<file path="config.mk">
export PLATFORM = sky130hd
export DESIGN_NAME = link_address_translator_core
export DESIGN_NICKNAME = d
export VERILOG_FILES = /design/src/hdl/lat_pkg.sv /design/src/hdl/lat_prefix_ram.sv /design/src/hdl/lat_scan_unit.sv /design/src/hdl/link_address_translator_core.sv
export SDC_FILE = /design/constraint.sdc
export NUM_CORES = 2
export LEC_CHECK = 0
export BUFFER_PORTS_ARGS = -buffer_cell sky130_fd_sc_hd__buf_2
export CELL_PAD_IN_SITES_DETAIL_PLACEMENT = 0
export CELL_PAD_IN_SITES_GLOBAL_PLACEMENT = 1
export CORE_AREA = 2 2 389 237
export DETAILED_ROUTE_END_ITERATION = 8
export DIE_AREA = 0 0 391 239
export GPL_TIMING_DRIVEN = 0
export PLACE_DENSITY_LB_ADDON = 0.08
export SYNTH_ARGS = -nofsm -noshare
export SYNTH_HDL_FRONTEND = slang
export SYNTH_SLANG_ARGS = --single-unit
</file>
<file path="constraint.sdc">
create_clock -name clk -period 10.82 [get_ports clk]
set_clock_uncertainty 0.1 [all_clocks]
set_input_delay 1.082 -clock clk [delete_from_list [all_inputs] [get_ports clk]]
set_output_delay 1.082 -clock clk [all_outputs]
set_load 0.1 [all_outputs]
</file>
<file path="src/hdl/lat_pkg.sv">
// ----------------------------------------------------------------------------
// lat_pkg
// shared types, codes and sizes of the link address translator
// ----------------------------------------------------------------------------
`timescale 1ns / 1ps

package lat_pkg;

  // prefix table depth, 1 to 32
  localparam int TableEntries = 32;
  localparam int IdxW         = (TableEntries > 1) ? $clog2(TableEntries) : 1;
  localparam int CountW       = $clog2(TableEntries + 1);

  localparam int EthW  = 48;
  localparam int LongW = 64;
  localparam int KeyW  = 24;
  localparam int PathW = 3;
  localparam int SlotW = 5;
  localparam int CfgIdxW = 2;

  // operations
  localparam logic OP_LONG_TO_ETH = 1'b0;
  localparam logic OP_ETH_TO_LONG = 1'b1;

  // path codes
  localparam logic [PathW-1:0] PATH_OWN    = 3'd0;
  localparam logic [PathW-1:0] PATH_DIRECT = 3'd1;
  localparam logic [PathW-1:0] PATH_HIT    = 3'd2;
  localparam logic [PathW-1:0] PATH_NEW    = 3'd3;
  localparam logic [PathW-1:0] PATH_FULL   = 3'd4;

  // configuration register indexes
  localparam logic [CfgIdxW-1:0] REG_OWN_ETH  = 2'd0;
  localparam logic [CfgIdxW-1:0] REG_OWN_LONG = 2'd1;

  // byte 0 flag bits
  localparam int BitTr = 2;
  localparam int BitGl = 1;
  localparam int BitMu = 0;

  localparam logic [7:0] ByteFf = 8'hff;
  localparam logic [7:0] ByteFe = 8'hfe;

  typedef struct packed {
    logic start;    // restart the scan at slot 0
    logic advance;  // step to the next slot
  } lat_scan_ctrl_t;

  typedef struct packed {
    logic hit;      // entry under compare matches the key
    logic last;     // entry under compare is the last valid one
  } lat_scan_status_t;

  typedef enum logic [4:0] {
    S_IDLE  = 5'b00001,
    S_FETCH = 5'b00010,
    S_SCAN  = 5'b00100,
    S_WRITE = 5'b01000,
    S_EMIT  = 5'b10000
  } lat_state_t;

endpackage

</file>
<file path="src/hdl/lat_prefix_ram.sv">
// ----------------------------------------------------------------------------
// lat_prefix_ram
// prefix table storage, one write port, one registered read port
// ----------------------------------------------------------------------------
`timescale 1ns / 1ps

module lat_prefix_ram (
  input  logic                     clk,
  input  logic                     wr_en,
  input  logic [lat_pkg::IdxW-1:0] wr_addr,
  input  logic [lat_pkg::KeyW-1:0] wr_data,
  input  logic                     rd_en,
  input  logic [lat_pkg::IdxW-1:0] rd_addr,
  output logic [lat_pkg::KeyW-1:0] rd_data
);

  logic [lat_pkg::KeyW-1:0] mem [lat_pkg::TableEntries];

  always_ff @(posedge clk) begin
    if (wr_en) begin
      mem[wr_addr] <= wr_data;
    end
  end

  always_ff @(posedge clk) begin
    if (rd_en) begin
      rd_data <= mem[rd_addr];
    end
  end

endmodule

</file>
<file path="src/hdl/lat_scan_unit.sv">
// ----------------------------------------------------------------------------
// lat_scan_unit
// slot counter and key comparator shared across the table search
// ----------------------------------------------------------------------------
`timescale 1ns / 1ps

module lat_scan_unit (
  input  logic                       clk,
  input  logic                       rst_n,
  input  lat_pkg::lat_scan_ctrl_t    ctrl,
  input  logic [lat_pkg::KeyW-1:0]   key,
  input  logic [lat_pkg::KeyW-1:0]   rd_data,
  input  logic [lat_pkg::CountW-1:0] count,
  output logic [lat_pkg::IdxW-1:0]   idx,
  output logic [lat_pkg::IdxW-1:0]   rd_addr,
  output lat_pkg::lat_scan_status_t  status
);

  logic [lat_pkg::IdxW-1:0]   idx_r;
  logic [lat_pkg::IdxW-1:0]   idx_nxt;
  logic [lat_pkg::CountW:0]   idx_inc;

  assign idx_inc = {{(lat_pkg::CountW + 1 - lat_pkg::IdxW){1'b0}}, idx_r} + 1'b1;

  // prefetch the entry after the one under compare
  assign rd_addr = ctrl.start ? '0 : idx_inc[lat_pkg::IdxW-1:0];

  assign status.hit  = (rd_data == key);
  assign status.last = (idx_inc == {1'b0, count});

  always_comb begin
    idx_nxt = idx_r;
    if (ctrl.start) begin
      idx_nxt = '0;
    end else if (ctrl.advance) begin
      idx_nxt = idx_inc[lat_pkg::IdxW-1:0];
    end
  end

  always_ff @(posedge clk) begin
    if (!rst_n) begin
      idx_r <= '0;
    end else begin
      idx_r <= idx_nxt;
    end
  end

  assign idx = idx_r;

endmodule

</file>
<file path="src/hdl/link_address_translator_core.sv">
// ----------------------------------------------------------------------------
// link_address_translator_core
// 802.15.4 long address to ethernet address translation and back
// ----------------------------------------------------------------------------
// One item at a time. Ethernet-to-long items, own-address items and direct
// copies go from acceptance via the result register and the emit step to the
// output register. Other long-to-ethernet items, after a fetch step, scan
// the prefix table one entry per cycle up to a hit or the last valid entry,
// through a single comparator fed by the table's registered read port; a
// write step then stores the entry before the emit step. A miss with no
// entries goes straight to the write step. in_stall is high while an item
// is at work; a finished result waits in the output register, and a new item
// is taken meanwhile. The table needs no clearing after reset. Configuration
// writes are always ready; writes to an unknown index are dropped.
// ----------------------------------------------------------------------------
`timescale 1ns / 1ps

module link_address_translator_core (
  input  logic                        clk,
  input  logic                        rst_n,
  // configuration
  input  logic                        cfg_valid,
  output logic                        cfg_ready,
  input  logic [lat_pkg::CfgIdxW-1:0] cfg_index,
  input  logic [lat_pkg::LongW-1:0]   cfg_data,
  // input items
  input  logic                        in_valid,
  output logic                        in_stall,
  input  logic                        in_operation,
  input  logic [lat_pkg::LongW-1:0]   in_long_address_in,
  input  logic [lat_pkg::EthW-1:0]    in_eth_address_in,
  // result items
  output logic                        out_valid,
  input  logic                        out_stall,
  output logic [lat_pkg::EthW-1:0]    out_eth_address_out,
  output logic [lat_pkg::LongW-1:0]   out_long_address_out,
  output logic [lat_pkg::PathW-1:0]   out_path_taken,
  output logic [lat_pkg::SlotW-1:0]   out_table_slot
);

  // configuration registers
  logic [lat_pkg::EthW-1:0]  own_eth_r;
  logic [lat_pkg::LongW-1:0] own_long_r;

  // control state
  lat_pkg::lat_state_t         state_r, state_nxt;
  logic [lat_pkg::CountW-1:0]  count_r, count_nxt;
  logic                        out_valid_r, out_valid_nxt;

  // item held during the search
  logic [lat_pkg::KeyW-1:0]  key_r, key_nxt;
  logic [15:0]               mid_r, mid_nxt;   // long bytes 1 and 2
  logic [23:0]               low_r, low_nxt;   // long bytes 5 to 7
  logic                      hit_r, hit_nxt;
  logic [lat_pkg::IdxW-1:0]  hit_slot_r, hit_slot_nxt;

  // finished result before the output register
  logic [lat_pkg::EthW-1:0]  res_eth_r, res_eth_nxt;
  logic [lat_pkg::LongW-1:0] res_long_r, res_long_nxt;
  logic [lat_pkg::PathW-1:0] res_path_r, res_path_nxt;
  logic [lat_pkg::SlotW-1:0] res_slot_r, res_slot_nxt;

  // output register
  logic [lat_pkg::EthW-1:0]  out_eth_r, out_eth_nxt;
  logic [lat_pkg::LongW-1:0] out_long_r, out_long_nxt;
  logic [lat_pkg::PathW-1:0] out_path_r, out_path_nxt;
  logic [lat_pkg::SlotW-1:0] out_slot_r, out_slot_nxt;

  // table and scan unit wiring
  logic                       ram_wr_en;
  logic [lat_pkg::IdxW-1:0]   ram_wr_addr;
  logic                       ram_rd_en;
  logic [lat_pkg::IdxW-1:0]   ram_rd_addr;
  logic [lat_pkg::KeyW-1:0]   ram_rd_data;
  lat_pkg::lat_scan_ctrl_t    scan_ctrl;
  lat_pkg::lat_scan_status_t  scan_status;
  logic [lat_pkg::IdxW-1:0]   scan_idx;

  // decode of the arriving item
  logic                       accept;
  logic [7:0]                 lb0, lb3, lb4;
  logic                       direct_ok;
  logic                       out_free;
  logic [lat_pkg::IdxW-1:0]   wr_slot;
  logic [lat_pkg::PathW-1:0]  wr_path;
  logic                       table_full;

  // widen a table slot to the slot field
  function automatic logic [lat_pkg::SlotW-1:0] wr_slot_ext(
    input logic [lat_pkg::IdxW-1:0] s
  );
    wr_slot_ext = lat_pkg::SlotW'(s);
  endfunction

  assign cfg_ready = 1'b1;
  assign in_stall  = (state_r != lat_pkg::S_IDLE);
  assign accept    = in_valid && !in_stall;
  assign out_free  = !out_valid_r || !out_stall;

  assign lb0 = in_long_address_in[63:56];
  assign lb3 = in_long_address_in[39:32];
  assign lb4 = in_long_address_in[31:24];

  // xxxxxxfffexxxxxx, translate and multicast clear, local set
  assign direct_ok = (lb3 == lat_pkg::ByteFf) && (lb4 == lat_pkg::ByteFe) &&
                     !lb0[lat_pkg::BitTr] && !lb0[lat_pkg::BitMu] &&
                     lb0[lat_pkg::BitGl];

  assign table_full = (count_r == lat_pkg::CountW'(lat_pkg::TableEntries));

  // slot and path chosen once the search is over
  always_comb begin
    if (hit_r) begin
      wr_slot = hit_slot_r;
      wr_path = lat_pkg::PATH_HIT;
    end else if (table_full) begin
      wr_slot = '0;
      wr_path = lat_pkg::PATH_FULL;
    end else begin
      wr_slot = count_r[lat_pkg::IdxW-1:0];
      wr_path = lat_pkg::PATH_NEW;
    end
  end

  // configuration writes
  always_ff @(posedge clk) begin
    if (!rst_n) begin
      own_eth_r  <= '0;
      own_long_r <= '0;
    end else if (cfg_valid && cfg_ready) begin
      case (cfg_index)
        lat_pkg::REG_OWN_ETH:  own_eth_r  <= cfg_data[lat_pkg::EthW-1:0];
        lat_pkg::REG_OWN_LONG: own_long_r <= cfg_data;
        default: ;
      endcase
    end
  end

  // sequencer
  always_comb begin
    state_nxt     = state_r;
    count_nxt     = count_r;
    out_valid_nxt = out_valid_r;
    key_nxt       = key_r;
    mid_nxt       = mid_r;
    low_nxt       = low_r;
    hit_nxt       = hit_r;
    hit_slot_nxt  = hit_slot_r;
    res_eth_nxt   = res_eth_r;
    res_long_nxt  = res_long_r;
    res_path_nxt  = res_path_r;
    res_slot_nxt  = res_slot_r;
    out_eth_nxt   = out_eth_r;
    out_long_nxt  = out_long_r;
    out_path_nxt  = out_path_r;
    out_slot_nxt  = out_slot_r;
    scan_ctrl     = '0;
    ram_wr_en     = 1'b0;
    ram_wr_addr   = wr_slot;
    ram_rd_en     = 1'b0;

    // result taken downstream
    if (out_valid_r && !out_stall) begin
      out_valid_nxt = 1'b0;
    end

    case (state_r)
      lat_pkg::S_IDLE: begin
        if (accept) begin
          key_nxt      = {lb0, lb3, lb4};
          mid_nxt      = in_long_address_in[55:40];
          low_nxt      = in_long_address_in[23:0];
          hit_nxt      = 1'b0;
          res_eth_nxt  = '0;
          res_long_nxt = '0;
          res_slot_nxt = '0;
          state_nxt    = lat_pkg::S_EMIT;
          if (in_operation == lat_pkg::OP_ETH_TO_LONG) begin
            if (in_eth_address_in == own_eth_r) begin
              res_long_nxt = own_long_r;
              res_path_nxt = lat_pkg::PATH_OWN;
            end else begin
              // insert ff fe between ethernet bytes 2 and 3
              res_long_nxt = {in_eth_address_in[47:24], lat_pkg::ByteFf,
                              lat_pkg::ByteFe, in_eth_address_in[23:0]};
              res_path_nxt = lat_pkg::PATH_DIRECT;
            end
          end else if (in_long_address_in == own_long_r) begin
            res_eth_nxt  = own_eth_r;
            res_path_nxt = lat_pkg::PATH_OWN;
          end else if (direct_ok) begin
            res_eth_nxt  = {in_long_address_in[63:40], in_long_address_in[23:0]};
            res_path_nxt = lat_pkg::PATH_DIRECT;
          end else if (count_r == '0) begin
            // empty table, straight to the append
            state_nxt = lat_pkg::S_WRITE;
          end else begin
            state_nxt = lat_pkg::S_FETCH;
          end
        end
      end

      lat_pkg::S_FETCH: begin
        // read slot 0 and point the unit at it
        scan_ctrl.start = 1'b1;
        ram_rd_en       = 1'b1;
        state_nxt       = lat_pkg::S_SCAN;
      end

      lat_pkg::S_SCAN: begin
        ram_rd_en = 1'b1;
        if (scan_status.hit) begin
          hit_nxt      = 1'b1;
          hit_slot_nxt = scan_idx;
          state_nxt    = lat_pkg::S_WRITE;
        end else if (scan_status.last) begin
          state_nxt = lat_pkg::S_WRITE;
        end else begin
          scan_ctrl.advance = 1'b1;
        end
      end

      lat_pkg::S_WRITE: begin
        ram_wr_en    = 1'b1;
        res_eth_nxt  = {wr_slot_ext(wr_slot), 3'b110, mid_r, low_r};
        res_long_nxt = '0;
        res_path_nxt = wr_path;
        res_slot_nxt = wr_slot_ext(wr_slot);
        if (!hit_r && !table_full) begin
          count_nxt = count_r + 1'b1;
        end
        state_nxt = lat_pkg::S_EMIT;
      end

      lat_pkg::S_EMIT: begin
        if (out_free) begin
          out_valid_nxt = 1'b1;
          out_eth_nxt   = res_eth_r;
          out_long_nxt  = res_long_r;
          out_path_nxt  = res_path_r;
          out_slot_nxt  = res_slot_r;
          state_nxt     = lat_pkg::S_IDLE;
        end
      end

      default: begin
        state_nxt = lat_pkg::S_IDLE;
      end
    endcase
  end

  always_ff @(posedge clk) begin
    if (!rst_n) begin
      state_r     <= lat_pkg::S_IDLE;
      count_r     <= '0;
      out_valid_r <= 1'b0;
      hit_r       <= 1'b0;
    end else begin
      state_r     <= state_nxt;
      count_r     <= count_nxt;
      out_valid_r <= out_valid_nxt;
      hit_r       <= hit_nxt;
    end
  end

  // payload, no reset
  always_ff @(posedge clk) begin
    key_r      <= key_nxt;
    mid_r      <= mid_nxt;
    low_r      <= low_nxt;
    hit_slot_r <= hit_slot_nxt;
    res_eth_r  <= res_eth_nxt;
    res_long_r <= res_long_nxt;
    res_path_r <= res_path_nxt;
    res_slot_r <= res_slot_nxt;
    out_eth_r  <= out_eth_nxt;
    out_long_r <= out_long_nxt;
    out_path_r <= out_path_nxt;
    out_slot_r <= out_slot_nxt;
  end

  lat_prefix_ram u_ram (
    .clk     (clk),
    .wr_en   (ram_wr_en),
    .wr_addr (ram_wr_addr),
    .wr_data (key_r),
    .rd_en   (ram_rd_en),
    .rd_addr (ram_rd_addr),
    .rd_data (ram_rd_data)
  );

  lat_scan_unit u_scan (
    .clk     (clk),
    .rst_n   (rst_n),
    .ctrl    (scan_ctrl),
    .key     (key_r),
    .rd_data (ram_rd_data),
    .count   (count_r),
    .idx     (scan_idx),
    .rd_addr (ram_rd_addr),
    .status  (scan_status)
  );

  assign out_valid            = out_valid_r;
  assign out_eth_address_out  = out_eth_r;
  assign out_long_address_out = out_long_r;
  assign out_path_taken       = out_path_r;
  assign out_table_slot       = out_slot_r;

  // fill count stays within the table
  a_count_bound: assert property (@(posedge clk) disable iff (!rst_n)
    count_r <= lat_pkg::CountW'(lat_pkg::TableEntries))
    else $error("entry count beyond table depth");

  // a result only appears out of the emit step
  a_emit_source: assert property (@(posedge clk) disable iff (!rst_n)
    $rose(out_valid_r) |-> $past(state_r == lat_pkg::S_EMIT))
    else $error("result loaded outside emit step");

  // table paths carry their slot in the first ethernet byte
  a_slot_encode: assert property (@(posedge clk) disable iff (!rst_n)
    out_valid_r && (out_path_r == lat_pkg::PATH_HIT || out_path_r == lat_pkg::PATH_NEW ||
                    out_path_r == lat_pkg::PATH_FULL)
    |-> out_eth_r[47:40] == {out_slot_r, 3'b110})
    else $error("slot not encoded in ethernet byte 0");

  // an append grows the table by one
  a_append: assert property (@(posedge clk) disable iff (!rst_n)
    (state_r == lat_pkg::S_WRITE) && !hit_r && !table_full
    |=> count_r == lat_pkg::CountW'($past(count_r) + 1'b1))
    else $error("append did not bump entry count");

endmodule

</file>
**After elaboration in Yosys (flattened, before gate mapping)**

Memories as Yosys holds them, arrays and structs flattened. A register that Yosys moved wholly into a read port is not among the register bits.
Index checks and enable logic that the tools add are counted.

- Add/sub/neg operators: 2
- Multipliers: 0
- Div/mod/pow operators: 0
- Magnitude comparators: 0
- Equal/unequal tests: 19
- Shifts and indexed selects: 0
- Mux-type cells: 45
- Bitwise gates (word level): 1
- Reduce and logical (&&, ||, !) cells: 31

Operators with widths:

| cell | number |
|---|---|
| 48-bit 2-to-1 mux | 4 |
| 64-bit 2-to-1 mux | 3 |
| 64-bit case mux with 2 select lines | 1 |
| 48-bit case mux with 2 select lines | 1 |
| 64-bit equality test | 1 |
| 5-bit 2-to-1 mux | 11 |
| 48-bit equality test | 1 |
| 5-bit case mux with 5 select lines | 1 |
| 24-bit equality test | 1 |
| 3-bit 2-to-1 mux | 6 |
| 8-bit equality test, second input constant | 2 |
| 1-bit 2-to-1 mux | 14 |
| 2-bit AND reduction | 7 |
| 5-bit case mux with 2 select lines | 1 |
| 3-bit AND reduction | 3 |
| 7-bit by 6-bit equality test with 1-bit output | 1 |
| 1-bit logical AND | 7 |
| 1-bit zero test | 7 |
| 5-bit by 1-bit adder with 6-bit output, second input constant | 1 |
| 6-bit by 1-bit adder with 6-bit output, second input constant | 1 |
| 6-bit equality test, second input constant | 1 |
| 6-bit zero test | 1 |
| 2-bit != test, second input constant | 3 |
| 3-bit case mux with 2 select lines | 1 |
| 16 further kinds | 18 |

- Register bits: 439
- Latch bits: 0
- RAM bits: 768
- Memory bits (read-only): 0
- Bits of input ports: 184
- Output and inout bits: 123
- Memories kept: 1

Memory list:

| memory | depth | width | read ports | clocked after memory_dff | wr ports | line | RTL |
|---|---|---|---|---|---|---|---|
| u_ram.mem | 32 | 24 | 1 | 1 | 1 | lat_prefix_ram.sv:17 | `logic [lat_pkg::KeyW-1:0] mem [lat_pkg::TableEntries];` |

**Longest topological paths before layout**

- Depth in word-level cells: 10
- Mapped depth: 9

**Modules after synthesis**

From an unflattened synthesis, not the netlist that was laid out.

- Cells, all modules: 3,201
- Area total of the unflattened synthesis: 48,765.5 sq um

Modules (own cells, without submodules):

| module | instances | cells each | area an instance (sq um) | seq. area each (sq um) |
|---|---|---|---|---|
| lat_prefix_ram | 1 | 1,711 | 30,720.7 | 23,782.8 |
| link_address_translator_core | 1 | 1,403 | 17,347.9 | 11,781.3 |
| lat_scan_unit | 1 | 87 | 696.9 | 100.1 |

**Worst setup path before layout**

No wires, ideal clock.

- Path kind: input-to-reg
- Start point: input port out_stall
- End point: register out_eth_r (netlist bit out_eth_address_out[0]) (enable)
- Setup time: 0.638 ns
- Arrival: 6.736 ns
- Required time: 10.082 ns
- Setup slack: 3.346 ns
- Stages on the path: 1
- Buffers on the path: 0
- Path through: a21oi_1

- Word-level cells in the longest chain between the ends: 3

RTL lines:

| what | line | RTL |
|---|---|---|
| from (decl) | link_address_translator_core.sv:34 | `input logic out_stall,` |
| 1-bit zero test | link_address_translator_core.sv:98 | `assign out_free = !out_valid_r \|\| !out_stall;` |
| 1-bit logical OR | link_address_translator_core.sv:98 |  |
| 2-bit AND reduction (no source line) | -- |  |
| to (signal assigned) | link_address_translator_core.sv:276 | `out_eth_r <= out_eth_nxt;` |
| to (decl) | link_address_translator_core.sv:64 | `logic [lat_pkg::EthW-1:0] out_eth_r, out_eth_nxt;` |

Every way passes these cells.
A chain may end at the register's enable or synchronous reset.

**Worst setup path after layout**

- Start point: register u_scan.idx_r (netlist bit u_scan.idx[0])
- End point: register u_ram.rd_data[15] (netlist bit), read port of u_ram.mem (data pin)

- Word-level cells in the longest chain between the ends: 2

RTL lines:

| what | line | RTL |
|---|---|---|
| from (decl) | lat_scan_unit.sv:19 | `logic [lat_pkg::IdxW-1:0] idx_r;` |
| from (signal assigned) | lat_scan_unit.sv:44 | `idx_r <= idx_nxt;` |
| 5-bit by 1-bit adder with 6-bit output | lat_scan_unit.sv:23 | `assign idx_inc = {{(lat_pkg::CountW + 1 - lat_pkg::IdxW){1'b0}}, idx_r} + 1'b1;` |
| 5-bit 2-to-1 mux | lat_scan_unit.sv:26 | `assign rd_addr = ctrl.start ? '0 : idx_inc[lat_pkg::IdxW-1:0];` |
| to (decl) | lat_prefix_ram.sv:14 | `output logic [lat_pkg::KeyW-1:0] rd_data` |

Every way passes these cells.

==> results.yml <==
outcome:
  outcome: "finished with violations"
  violations: "capacitance limit, slew limit"
detailed_routing:
  drc: 0
  via_per_inst: 6.28
  wl_per_cell_um: 32.0
  vias: 30700
  drt_first_pass_iters: 6
  wl_mm: 157
  first_iter_violations: 4631
  ant_nets: 0
yosys:
  async_flop_share: 0
  ys.flop_type: "edfxtp_1"
  synth_nets: 3315
  synth-seq-area-share: 0.727
  synth_enable_flop_cells: 1101
  yosysWarnings: 0
  synthCells: 3128
  syn_area_mm2: 0.0491
  avgSynthCellArea_um2: 15.7
  synth.distinct_cells: 66
  ys_ff_latch: 1231
global_routing:
  globalRouteTotalUtil: 0.335
  grt_max_degree: 66
  grt_pass1_vias: 28700
  grt_pass1_wl_mm: 215
  overflow: 0
  antenna_found_initial: 20
setup_path:
  r2r_slack_ns: 5.85
  path_class: "reg2reg"
  cp_max_fo: 10
  worstReg2RegEnd: "u_ram.rd_data[15]$_DFFE_PP_"
  required_ns: 11.28
  critPathLaunch: "u_scan.idx[0]$_SDFFE_PP0P_"
  endpoint: "u_ram.rd_data[15]$_DFFE_PP_"
  critPathLaunchType: "register"
  crit_path_end_kind: "register"
  r2r_cells: 9
  cp.arrival_ns: 5.43
  r2r_start: "u_scan.idx[0]$_SDFFE_PP0P_"
clock_tree:
  post_cts_buffers: 0
  hold_buffers: 0
  cts_buffer_depth: 3
  postCtsResizedCells: 0
  cts-buffers-inserted: 108
  cts.sinks: 1231
  clk_latency_ns: 0.73
  htree_levels: 3
  tritoncts: "yes"
  clk_pin_slew_ns: 0.07
  root_buffer: "clkbuf_16"
sta:
  hold_ws_ns: 0.314
  fin_crit_ns: 4.97
  setup_violations: 0
  hold_viol: 0
  worst_slack_ns: 5.85
  rsz0062_at_grt: "false"
  worst_slew_pin_slew_ns: 1.56
  max_freq_mhz: 201
  fin_crit_sh: 0.459
  final_max_slew_viol_count: 2
  slew_headroom: -0.0553
  tns_ns: 0
final_layout:
  fin_cells: 4895
  layout_common_cells: "edfxtp_1 (1101), buf_2 (344), nand2_1 (336), clkbuf_1 (166), xnor2_1 (143)"
  drive_gt1_frac: 0.218
  n_fill_cell: 6745
  fin_util: 0.632
  multi_input_area_mm2: 0.0127
  fin_nets: 3790
  layout_commonest_cell: "edfxtp_1"
  syn_to_final_growth_pct: 16.4
  seqCellArea_mm2: 0.0357
min_path:
  min_path_type: "reg2reg"
  min_from: "res_long_r[39]$_SDFFCE_PP0P_"
run:
  maxCapViolCount: 3
place:
  dp_slack_ns: 5.88
  gp_congestion: 0.987
  placed_cells: 4669
  io_buffer_count: 303
  dpl.hpwl_mm: 116
floorplan:
  pin_count: 307
  initial_core_util: 0.543
  die_h_um: 239
  placeableCoreArea_mm2: 0.0904
  fp.dieW_um: 391
  rows: 86
  die-area_mm2: 0.0934
pwr:
  power_density_mw_per_mm2: 192
  leakage_uw: 0.0189
  ir_worst_vdd_uv: 187
## power breakdown
part	switching (uW)	internal, uW	leakage, uW
logic	862	260	0.00614
clock network	1760	2200	0.00171
registers	215	5660	0.0111
total	2840	8120	0.0189
## state kept, by name, summed over array words and instances (netlist names)
register,count
out_path_taken,3
res_eth_r,48
low_r,24
hit_slot_r,5
res_long_r,64
u_scan.idx,5
out_long_address_out,64
own_eth_r,48
u_ram.mem,768
count_r,6
mid_r,16
u_ram.rd_data,24
res_path_r,3
res_slot_r,5
key_r,24
out_eth_address_out,48
out_valid,1
own_long_r,64
out_table_slot,5
state_r,5
hit_r,1
## metrics by stage
stage / total power, uW / area, um2
detailed placement: 7050 / 53200
global route: 11200 / 57100
finish: 11000 / 57100
floorplan: 6500 / 49100
global placement: 6970 / 52100
CTS: 11000 / 56800
## how the worst min path moves through the flow
stage | end | cells past startpoint
after floorplan | out_eth_address_out[0]$_DFFE_PP_ | 0
after global routing | out_eth_address_out[45]$_DFFE_PP_ | 0
after detailed placement | out_eth_address_out[22]$_DFFE_PP_ | 0
after global placement | out_long_address_out[25]$_DFFE_PP_ | 0
final | out_long_address_out[39]$_DFFE_PP_ | 0
after CTS | out_eth_address_out[45]$_DFFE_PP_ | 0
## synth_stat cells (27+ instances only)
| master | number | area share |
|---|---|---|
| clkbuf_1 | 139 | 0.011 |
| edfxtp_1 | 1101 | 0.67 |
| o21ai_0 | 67 | 0.0068 |
| and2_1 | 51 | 0.0065 |
| mux2i_1 | 97 | 0.020 |
| a21oi_1 | 106 | 0.011 |
| nor3_1 | 28 | 0.0029 |
| mux4_2 | 119 | 0.055 |
| nor4_1 | 34 | 0.0043 |
| nand2_1 | 337 | 0.026 |
| dfxtp_1 | 130 | 0.053 |
| mux2_2 | 79 | 0.018 |
| nor2b_1 | 30 | 0.0038 |
| a21boi_0 | 113 | 0.017 |
| xnor2_1 | 143 | 0.026 |
| nand4_1 | 39 | 0.0050 |
| nor2_1 | 174 | 0.013 |
| nand3b_1 | 27 | 0.0041 |
| buf_2 | 36 | 0.0037 |
| o22ai_1 | 54 | 0.0069 |
## final cells by class
| cell class | instances | share of cell area |
|---|---|---|
| diodes | 14 | 0.000614 |
| plain buffers | 192 | 0.0136 |
| clock buffers | 139 | 0.0505 |
| clock inverters | 61 | 0.0127 |
| inverters | 8 | 0.000570 |
| multi-input cells | 1697 | 0.223 |
| flip-flops and latches | 1231 | 0.625 |
| well taps | 1188 | 0.0260 |
| repair buffers | 365 | 0.0484 |
## critical path, cell delays in order (launching register included)
cell,delay [ns]
dfxtp_1,0.36
buf_2,0.28
buf_2,0.46
buf_2,0.49
buf_2,0.37
clkbuf_1,0.73
nor4_1,0.15
o311ai_0,1.31
a21oi_1,0.31
a31oi_1,0.23
## layer usage
metal,part of all wire,global-route usage
met1,0.44,0.528
met2,0.41,0.443
met3,0.13,0.115
met4,0.023,0.0807
met5,0,0
## kinds of logic (layout without fill, tap and decap cells)
| logic type | Yosys count | after routing | share of synthesized area |
|---|---|---|---|
| flip-flops | 1231 | 1231 | 0.727 |
| XOR/XNOR | 149 | 149 | 0.0270 |
| buffers and inverters | 200 | 765 | 0.0165 |
| other | 1 | 15 | 0.0000764 |
| AND/OR/NAND/NOR | 785 | 785 | 0.0746 |
| multiplexers | 296 | 296 | 0.0928 |
| AO/OA/AOI/OAI | 463 | 463 | 0.0615 |
| adder cells (fa/ha/maj) | 3 | 3 | 0.000765 |
Power figures use the tool's default switching activity.
